===== config.mk =====
export PLATFORM = sky130hd
export DESIGN_NAME = seven_segment_scan_driver
export DESIGN_NICKNAME = d
export VERILOG_FILES = /design/src/design/sssd_pkg.sv /design/src/design/sssd_decimal.sv /design/src/design/seven_segment_scan_driver.sv
export SDC_FILE = /design/constraint.sdc
export NUM_CORES = 1
export LEC_CHECK = 0
export ABC_AREA = 1
export BUFFER_PORTS_ARGS = -buffer_cell sky130_fd_sc_hd__buf_2
export CAP_MARGIN = 25
export CELL_PAD_IN_SITES_DETAIL_PLACEMENT = 1
export CELL_PAD_IN_SITES_GLOBAL_PLACEMENT = 1
export CORE_AREA = 2 2 275 332
export CTS_BUF_LIST = sky130_fd_sc_hd__clkbuf_16
export DETAILED_ROUTE_END_ITERATION = 10
export DIE_AREA = 0 0 277 334
export PLACE_DENSITY_LB_ADDON = 0.1
export SYNTH_ARGS = -nofsm -noshare
export SYNTH_HDL_FRONTEND = slang
export SYNTH_SLANG_ARGS = --single-unit

===== constraint.sdc =====
create_clock -name clk -period 15.1 [get_ports clk]
set_clock_uncertainty 0.15 [all_clocks]
set_input_delay 3.02 -clock clk [delete_from_list [all_inputs] [get_ports clk]]
set_output_delay 3.02 -clock clk [all_outputs]
set_load 0.02 [all_outputs]

===== src/design/sssd_pkg.sv =====
// Shared types, constants and the digit glyph table for the seven-segment scan driver.
`timescale 1ns / 1ps

package sssd_pkg;

    // Request kinds
    typedef enum logic [1:0] {
        CMD_TICK   = 2'd0,
        CMD_NUMBER = 2'd1,
        CMD_DIGITS = 2'd2,
        CMD_RAW    = 2'd3
    } cmd_t;

    localparam logic [15:0] HOLD_RESET = 16'd1500;

    // Reciprocal constants: floor(n / d) == (n * RECIP) >> SHIFT for any 16-bit n
    localparam logic [32:0] RECIP_10    = 33'd52429;
    localparam logic [32:0] RECIP_100   = 33'd83887;
    localparam logic [32:0] RECIP_1000  = 33'd67109;
    localparam logic [32:0] RECIP_10000 = 33'd107375;

    // Decimal quotients of the displayed number
    typedef struct packed {
        logic [2:0]  q10000;
        logic [6:0]  q1000;
        logic [9:0]  q100;
        logic [12:0] q10;
    } quot_t;

    // Segment byte for a digit code: a..g on bits 7..1, DP on bit 0, blank above 9
    function automatic logic [7:0] glyph(input logic [7:0] code, input logic point);
        logic [7:0] seg;
        unique case (code)
            8'd0:    seg = 8'hFC;
            8'd1:    seg = 8'h60;
            8'd2:    seg = 8'hDA;
            8'd3:    seg = 8'hF2;
            8'd4:    seg = 8'h66;
            8'd5:    seg = 8'hB6;
            8'd6:    seg = 8'hBE;
            8'd7:    seg = 8'hE0;
            8'd8:    seg = 8'hFE;
            8'd9:    seg = 8'hF6;
            default: seg = 8'h00;
        endcase
        return seg | {7'd0, point};
    endfunction

endpackage


===== src/design/sssd_decimal.sv =====
// Reciprocal multipliers that split a 16-bit number into its decimal quotients.
`timescale 1ns / 1ps

module sssd_decimal (
    input  logic [15:0]    number,
    output sssd_pkg::quot_t quot
);
    import sssd_pkg::*;

    logic [32:0] prod_10;
    logic [32:0] prod_100;
    logic [32:0] prod_1000;
    logic [32:0] prod_10000;

    // Four independent 16x17 multiplies
    assign prod_10    = 33'(number) * RECIP_10;
    assign prod_100   = 33'(number) * RECIP_100;
    assign prod_1000  = 33'(number) * RECIP_1000;
    assign prod_10000 = 33'(number) * RECIP_10000;

    // Quotients are the upper bits
    assign quot.q10    = prod_10[31:19];
    assign quot.q100   = prod_100[32:23];
    assign quot.q1000  = prod_1000[32:26];
    assign quot.q10000 = prod_10000[32:30];

endmodule


===== src/design/seven_segment_scan_driver.sv =====
// Four-digit multiplexed seven-segment driver: update buffering, hold timer, scan frames.
`timescale 1ns / 1ps

// One request is accepted per cycle unless a tick waits for room in the output register;
// requests pass an input register and a quotient register, and take effect in order
// as they leave the quotient register, where a tick loads its frame into the output register.
// The reciprocal multipliers sit between the input and quotient registers.
// Reset clears buffers, flags, timer and scan position; hold_ticks resets to 1500.

module seven_segment_scan_driver (
    input  logic        clk,
    input  logic        rst_n,
    input  logic        cfg_write,
    input  logic [15:0] cfg_data,
    input  logic        in_valid,
    output logic        in_ready,
    input  logic [1:0]  cmd,
    input  logic [15:0] number,
    input  logic [31:0] digit_bytes,
    input  logic [3:0]  point_mask,
    output logic        out_valid,
    input  logic        out_ready,
    output logic [15:0] frame,
    output logic [1:0]  scan_digit
);
    import sssd_pkg::*;

    // Configuration
    logic [15:0] hold_ticks_reg;

    // Input stage
    logic        v1_reg;
    cmd_t        cmd1_reg;
    logic [15:0] number1_reg;
    logic [31:0] bytes1_reg;
    logic [3:0]  pm1_reg;

    // Quotient stage
    logic        v2_reg;
    cmd_t        cmd2_reg;
    quot_t       quot2_reg;
    logic [31:0] bytes2_reg;
    logic [3:0]  pm2_reg;
    quot_t       quot1;

    // Display state
    logic [7:0]  shown_reg [4];
    logic [7:0]  shown_next [4];
    logic [7:0]  waiting_reg [4];
    logic [7:0]  waiting_next [4];
    logic        upd_reg;
    logic        upd_next;
    logic [15:0] hold_reg;
    logic [15:0] hold_next;
    logic [1:0]  scan_reg;
    logic [1:0]  scan_next;

    // Output register
    logic        ov_reg;
    logic        ov_next;
    logic [15:0] frame_reg;
    logic [15:0] frame_next;
    logic [1:0]  sdig_reg;

    logic        out_free;
    logic        adv1;
    logic        adv2;
    logic        is_tick2;
    logic [15:0] hold_dec;
    logic [7:0]  sel_byte;
    logic [3:0]  dig [4];
    logic [6:0]  rem1000;
    logic [9:0]  rem100;
    logic [12:0] rem10;

    // Stage handshakes; a tick needs room in the output register
    assign out_free = !ov_reg || out_ready;
    assign is_tick2 = (cmd2_reg == CMD_TICK);
    assign adv2     = v2_reg && (!is_tick2 || out_free);
    assign adv1     = v1_reg && (!v2_reg || adv2);
    assign in_ready = !v1_reg || adv1;

    assign out_valid  = ov_reg;
    assign frame      = frame_reg;
    assign scan_digit = sdig_reg;

    sssd_decimal u_decimal (
        .number (number1_reg),
        .quot   (quot1)
    );

    // Decimal digits from adjacent quotients: q_k - 10 * q_(k+1)
    assign rem1000 = quot2_reg.q1000 - (7'({quot2_reg.q10000, 3'b000})
                                        + 7'({quot2_reg.q10000, 1'b0}));
    assign rem100  = quot2_reg.q100 - ({quot2_reg.q1000, 3'b000}
                                       + 10'({quot2_reg.q1000, 1'b0}));
    assign rem10   = quot2_reg.q10 - ({quot2_reg.q100, 3'b000}
                                      + 13'({quot2_reg.q100, 1'b0}));
    assign dig[3]  = {1'b0, quot2_reg.q10000};
    assign dig[2]  = rem1000[3:0];
    assign dig[1]  = rem100[3:0];
    assign dig[0]  = rem10[3:0];

    assign hold_dec = (hold_reg != 16'd0) ? hold_reg - 16'd1 : 16'd0;
    assign sel_byte = ~(8'd3 << {scan_reg, 1'b0});

    // Next display state and frame
    always_comb
    begin
        shown_next   = shown_reg;
        waiting_next = waiting_reg;
        upd_next     = upd_reg;
        hold_next    = hold_reg;
        scan_next    = scan_reg;
        frame_next   = frame_reg;
        if (adv2)
        begin
            unique case (cmd2_reg)
                CMD_NUMBER:
                begin
                    for (int k = 0; k < 4; k++)
                        waiting_next[k] = glyph({4'd0, dig[k]}, k == 2);
                    upd_next = 1'b1;
                end
                CMD_DIGITS:
                begin
                    for (int k = 0; k < 4; k++)
                        waiting_next[k] = glyph(bytes2_reg[8*k +: 8], pm2_reg[k]);
                    upd_next = 1'b1;
                end
                CMD_RAW:
                begin
                    for (int k = 0; k < 4; k++)
                        waiting_next[k] = bytes2_reg[8*k +: 8];
                    upd_next = 1'b1;
                end
                CMD_TICK:
                begin
                    hold_next = hold_dec;
                    if (upd_reg && hold_dec == 16'd0)
                    begin
                        shown_next = waiting_reg;
                        upd_next   = 1'b0;
                        hold_next  = hold_ticks_reg;
                    end
                    frame_next = {sel_byte, shown_next[scan_reg]};
                    scan_next  = scan_reg + 2'd1;
                end
                default:
                begin
                    upd_next = upd_reg;
                end
            endcase
        end
    end

    // Output valid
    always_comb
    begin
        if (adv2 && is_tick2)
            ov_next = 1'b1;
        else if (out_ready)
            ov_next = 1'b0;
        else
            ov_next = ov_reg;
    end

    // Control and display state
    always_ff @(posedge clk or negedge rst_n)
    begin
        if (!rst_n)
        begin
            hold_ticks_reg <= HOLD_RESET;
            v1_reg         <= 1'b0;
            v2_reg         <= 1'b0;
            ov_reg         <= 1'b0;
            upd_reg        <= 1'b0;
            hold_reg       <= 16'd0;
            scan_reg       <= 2'd0;
            for (int k = 0; k < 4; k++)
            begin
                shown_reg[k]   <= 8'd0;
                waiting_reg[k] <= 8'd0;
            end
        end
        else
        begin
            if (cfg_write)
                hold_ticks_reg <= cfg_data;
            if (in_ready)
                v1_reg <= in_valid;
            if (!v2_reg || adv2)
                v2_reg <= adv1;
            ov_reg      <= ov_next;
            upd_reg     <= upd_next;
            hold_reg    <= hold_next;
            scan_reg    <= scan_next;
            shown_reg   <= shown_next;
            waiting_reg <= waiting_next;
        end
    end

    // Payload registers
    always_ff @(posedge clk)
    begin
        if (in_ready && in_valid)
        begin
            cmd1_reg    <= cmd_t'(cmd);
            number1_reg <= number;
            bytes1_reg  <= digit_bytes;
            pm1_reg     <= point_mask;
        end
        if (adv1)
        begin
            cmd2_reg   <= cmd1_reg;
            quot2_reg  <= quot1;
            bytes2_reg <= bytes1_reg;
            pm2_reg    <= pm1_reg;
        end
        if (adv2 && is_tick2)
        begin
            frame_reg <= frame_next;
            sdig_reg  <= scan_reg;
        end
    end

endmodule


==> impl_metrics.py, run 1 <==
metrics = {
    "min_path": {
        "hold_end": "bytes2_reg[14]",
        "worstHoldStart": "bytes1_reg[14]",
        "hold_class": "register to register",
        "hold_depth": 0,
    },
    "detailed_routing": {
        "drtIter0Drc": 707,
        "drt_wl_total_um": 86100,
        "firstDrtPassIters": 4,
        "via_per_inst": 4.73,
        "drc": 0,
        "antenna_left": 0,
        "vias": 19300,
        "wire_per_inst_um": 21.1,
    },
    "place": {
        "dpl_cell_area_sq_um": 28400,
        "port_buffers": 94,
        "place.gp.congestion": 0.899,
        "post-dp-hpwl_um": 71000,
        "dp_cells": 4008,
        "dpl_worst_slack_ps": 8140,
    },
    "global_route": {
        "grt_max_degree": 87,
        "grt_pass1_wl_um": 133000,
        "grt_pass1_vias": 21600,
        "antenna_found_initial": 4,
        "gr-total-overflow": 0,
        "gr-usage-all-layers": 0.190,
    },
    "timing": {
        "final-max-slew-violation-count": 0,
        "rsz0062_at_grt": "false",
        "worst_slew_pin_slew_ps": 975,
        "maxSlewHeadroom": 0.350,
        "min_period_ps": 6950,
        "holdWs_ps": 268,
        "period_share": 0.460,
        "setup_ws_ps": 8150,
        "setup_tns_ps": 0,
        "setup_violations": 0,
        "finalHoldViolCount": 0,
        "fmax_mhz": 144,
    },
    "worst_setup_path": {
        "max_stage_delay_ps": 230,
        "cp_top_family": "simple AND/OR/NAND/NOR gates",
        "worstPathMaxFanout": 3,
        "path_class": "primary input to primary output",
        "path_cells": "buf_2 > inv_1 > nand2_1 > nor3_2 > nand2_1 > buf_2",
        "crit_arrival_ps": 3780,
        "r2r-start": "number1_reg[11]",
        "cp_slowest_cell": "nor3_2",
        "required_ps": 11930,
        "cp_num_buf_inv": 3,
        "path_depth": 6,
        "ff2ff_setup_slack_ps": 8300,
        "worstSetupStartpointType": "primary input",
        "r2r_cells": 25,
        "cp-end-kind": "primary output",
    },
    "clocking": {
        "post-cts-setup-buffers": 0,
        "cts_max_level": 2,
        "clkSinkCount": 258,
        "clockBufferDepth": 3,
        "cts_tree": "done",
        "hold_buffers": 0,
        "cts_resized": 0,
        "cts_made_buffers": 35,
        "insertion_delay_ps": 580,
        "cts-root-buf": "clkbuf_16",
        "cts.clk_slew.worst_paths_ps": 50,
    },
    "floorplanning": {
        "dieArea_sq_um": 92500,
        "die_h_um": 334,
        "die_w_um": 277,
        "row_count": 121,
        "core_area_sq_um": 89600,
        "initial_core_util": 0.296,
        "ios": 95,
    },
    "synthesis": {
        "synth_commonest_cells": "inv_1 (581), ha_1 (438), nand2_1 (363)",
        "yosys.area.top_type": "fa_1",
        "synth-edff-count": 121,
        "yosysSeqAreaShare": 0.259,
        "async_flop_share": 0.395,
        "syn_area_sq_um": 26600,
        "netlist.area_leader.share": 0.222,
        "ys_types": 58,
        "syn_inst": 2774,
        "ys.warnings.count": 0,
        "synthFlopType": "edfxtp_1",
        "synth.avg_cell_area_sq_um": 9.58,
        "synth.net_count": 3582,
        "synth.most_common_cell": "inv_1",
        "synth.ff_latch_count": 258,
        "synthTopCellsByArea": "fa_1 (22%), ha_1 (21%), edfxtp_1 (14%), dfrtp_1 (8.9%), inv_1 (8.2%)",
    },
    "power": {
        "p_per_area_nw_per_um2": 217,
        "p_total_mw": 6.43,
        "p_leak_nw": 14.6,
        "ir_drop_uv": 204,
    },
    "layout": {
        "final_nets": 3687,
        "fin_util": 0.330,
        "finalInstanceArea_sq_um": 29600,
        "drive_gt1_frac": 0.0750,
        "final_cells": 4075,
        "area_growth_pct": 11.4,
    },
    "flow_run": {
        "drv_cap": 0,
    },
    "outcome": {
        "status": "finished, final reports clean",
    },
}
cell usage in the layout (no fill, tap or decap), drive strengths merged, types with 2 or more instances in the layout:
master,n
a22oi,3
o31ai,2
ha,438
fa,295
xnor2,26
dfxtp,35
nand2,365
or2,25
dfrtp,95
edfxtp,121
o21bai,8
o2111ai,5
buf,118
clkinv,13
xor2,22
a21oi,121
mux2i,2
o21a,40
nor4,14
nor3,13
nand3,170
inv,600
nand4,15
o211ai,12
a21o,4
o22a,3
nor2,120
dfstp,7
o21ai,110
a211oi,8
a31oi,29
nand3b,6
a21boi,2
clkbuf,38
a221oi,10
worst register-to-register path, stage by stage, from the launching register on:
cell and delay, ps:
edfxtp_1 890, ha_1 540, inv_1 320, fa_1 530, inv_1 100, fa_1 430, fa_1 500, fa_1 560
inv_1 60, fa_1 530, inv_1 40, ha_1 280, nand2_1 120, nor2_1 180, nand4_1 110, o2111ai_1 180
nand2_1 140, nand2_1 90, nand2_1 50, nand2_1 90, nand2_1 70, nand2_1 180, inv_1 90, ha_1 290
nand3b_1 170, nand2_1 80
worst max-delay path by stage:
stage / slack, ps / start / to
global placement: 8170 / out_ready / in_ready
global route: 7740 / number1_reg[8] / register
floorplan: 8410 / out_ready / in_ready
finish: 8150 / out_ready / in_ready
detailed placement: 8140 / out_ready / in_ready
CTS: 8140 / out_ready / in_ready
power by group:
group	total, mW	leakage (nW)	internal (mW)	switching (mW)
clock network	0.832	0.588	0.470	0.362
logic	4.56	11.4	1.71	2.84
registers	1.04	2.66	0.923	0.121
per-layer routing:
metal | track usage | wire [um] | vias up
met5 | 0 | 27 | -
met4 | 0.0886 | 4330 | 4
met3 | 0.0226 | 2550 | 146
met2 | 0.349 | 44500 | 251
met1 | 0.221 | 34800 | 9649
li1 | - | - | 9207
cells by family after synthesis:
| family | Yosys count | synth area share |
|---|---|---|
| buffers and inverters | 639 | 0.0933 |
| flip-flops | 258 | 0.259 |
| adder cells (fa/ha/maj) | 733 | 0.428 |
| XOR/XNOR | 48 | 0.0158 |
| AO/OA/AOI/OAI | 361 | 0.0808 |
| multiplexers | 3 | 0.00118 |
| AND/OR/NAND/NOR | 732 | 0.121 |
cell type report:
class                   count  area, sq um
fillers                 10300        60000
multi-input cells        1877        17200
flip-flops and latches    258         6900
inverters                 588         2210
well taps                1168         1460
clock buffers              37          926
repair buffers            119          691
clock inverters            27          206
diodes                      1         2.50
Power figures use the tool's default switching activity.
==> inputs of run 2 (changes only) <==
==> constraint.sdc (replaced) <==
create_clock -name clk -period 6.3 [get_ports clk]
set_clock_uncertainty 0.15 [all_clocks]
set_input_delay 1.26 -clock clk [delete_from_list [all_inputs] [get_ports clk]]
set_output_delay 1.26 -clock clk [all_outputs]
set_load 0.02 [all_outputs]
==> run 2 against run 1 <==
  * Sequential share of layout area decreased by 0.45 points
  * Non-clock buffer count grew 73
  * Critical path depth grew 18
  * Critical path type is now register to register
  * Power is 140% higher
  * Largest power group unchanged
  * Global-route usage is 0.49 points higher
  * Via count rose by 2.0%
  * Highest routed layer unchanged
  * Clock-buffer cell count down 2
  * Sequential cell count unchanged
  * Sequential power increased by 140%
==> impl_metrics.py, run 2 (same netlist as run 1, synthesis figures left out) <==
metrics = {
    "layout": {
        "final_cell_mix": "inv_1 (585), ha_1 (433), nand2_1 (359), fa_1 (291), nand3_1 (169)",
        "layout_commonest_cell": "inv_1",
        "drive_gt1_frac": 0.104,
        "multiInputGateArea_sq_um": 17300,
        "final_cells": 4145,
        "antenna_cells": 0,
        "num-fill-cells": 10300,
        "final-seq-area_sq_um": 6900,
        "area_growth_pct": 13.6,
        "final_nets": 3759,
    },
    "power": {
        "ir_drop_uv": 646,
        "p_leak_nw": 15.0,
        "p_per_area_nw_per_um2": 517,
    },
    "timing": {
        "finalHoldViolCount": 0,
        "holdWs_ps": 256,
        "final-max-slew-violation-count": 0,
        "setup_violations": 0,
        "fmax_mhz": 167,
        "worst_slew_pin_slew_ps": 972,
        "maxSlewHeadroom": 0.352,
        "min_period_ps": 5990,
        "period_share": 0.950,
    },
    "detailed_routing": {
        "drc": 0,
        "firstDrtPassIters": 4,
        "vias": 19700,
        "drtIter0Drc": 751,
        "drt_wl_total_um": 88700,
        "via_per_inst": 4.74,
        "antenna_left": 0,
        "wire_per_inst_um": 21.4,
    },
    "clocking": {
        "clkSinkCount": 258,
        "clockBufferDepth": 3,
        "cts_tree": "done",
        "insertion_delay_ps": 570,
        "cts_made_buffers": 34,
        "cts.clk_slew.worst_paths_ps": 60,
        "cts-root-buf": "clkbuf_16",
        "cts_max_level": 2,
    },
    "worst_setup_path": {
        "required_ps": 6640,
        "worstPathMaxFanout": 5,
        "crit_arrival_ps": 6320,
        "cp-end-kind": "register",
        "path_class": "register to register",
        "worstSetupStartpointType": "register",
    },
    "global_route": {
        "grt_pass1_wl_um": 136000,
        "antenna_found_initial": 3,
        "gr-total-overflow": 0,
        "grt_max_degree": 70,
        "gr-usage-all-layers": 0.195,
        "grt_pass1_vias": 22000,
    },
    "floorplanning": {
        "initial_core_util": 0.296,
        "ios": 95,
        "row_count": 121,
        "die_w_um": 277,
        "core_area_sq_um": 89600,
        "die_h_um": 334,
        "dieArea_sq_um": 92500,
    },
    "place": {
        "post-dp-hpwl_um": 74900,
        "place.gp.congestion": 0.952,
        "dp_cells": 4074,
        "port_buffers": 94,
    },
    "outcome": {
        "status": "finished, final reports clean",
    },
    "min_path": {
        "hold_class": "register to register",
    },
    "flow_run": {
        "drv_cap": 0,
    },
}
run 2: final timing paths:
check | startpoint | endpoint | slack [ps] | cells past startpoint
min | bytes1_reg[13] | bytes2_reg[13] | 260 | 0
max | number1_reg[5] | register | 310 | 24
min in group asynchronous | rst_n | hold_reg[13] | 530 | 1
max in group asynchronous | rst_n | waiting_reg[21] | 4480 | 3
max reg2reg | number1_reg[5] | register | 310 | 24
min reg2reg | bytes1_reg[13] | bytes2_reg[13] | 260 | 0
run 2: timing repair:
item                                    in CTS  in global routing
endpoints found under the setup margin       0                 10
buffers inserted                             0                  8
gates resized for setup                      0                 27
hold buffers                                 0                  0
run 2: worst max-delay path: stages (launching register included):
cell and delay [ps]:
edfxtp_1 520, buf_4 200, ha_1 290, inv_1 110, fa_1 510, fa_1 520
fa_1 600, fa_1 570, inv_1 50, fa_1 480, ha_1 360, nand2_1 100
nor2_2 110, nand4_1 100, o2111ai_1 130, nand2_1 130, nand2_1 90, nand2_1 60
nand2_2 80, nand2_1 50, nand2_1 90, inv_1 60, ha_1 280, nand3b_1 180
nand2_1 80
run 2: where the power goes:
group          switching, mW  internal (mW)
clock network          0.839           1.10
registers              0.280           2.21
logic                   6.83           4.34
run 2: layout make-up:
cell class                 instances  area share
clock buffer                      35      0.0290
sequential                       258       0.229
multi-input combinational       1877       0.573
timing repair buffer             192      0.0410
tap                             1168      0.0484
clock inverter                    27     0.00692
inverter                         588      0.0731
run 2: routing by layer:
metal	global-route usage	vias up	wire length (um)
li1	-	9345	-
met1	0.232	9951	36900
met3	0.0187	113	2230
met4	0.0685	2	3470
met2	0.364	239	46100
met5	0	-	8
run 2: through the flow:
| stage | power, mW | util | TNS, ps | worst slack (ps) | instance area [sq um] |
|---|---|---|---|---|---|
| 3_3_place_gp | 13.5 | 0.323 | 0 | 109 | 28900 |
| 4_1_cts | 15.8 | 0.335 | 0 | 6.76 | 30000 |
| 3_5_place_dp | 13.7 | 0.323 | 0 | 63.1 | 28900 |
| 5_1_grt | 17.5 | 0.337 | -11.0 | -11.0 | 30200 |
| 6_report | 15.6 | 0.337 | 0 | 315 | 30200 |
| 2_1_floorplan | 10.2 | - | 0 | 344 | 26600 |
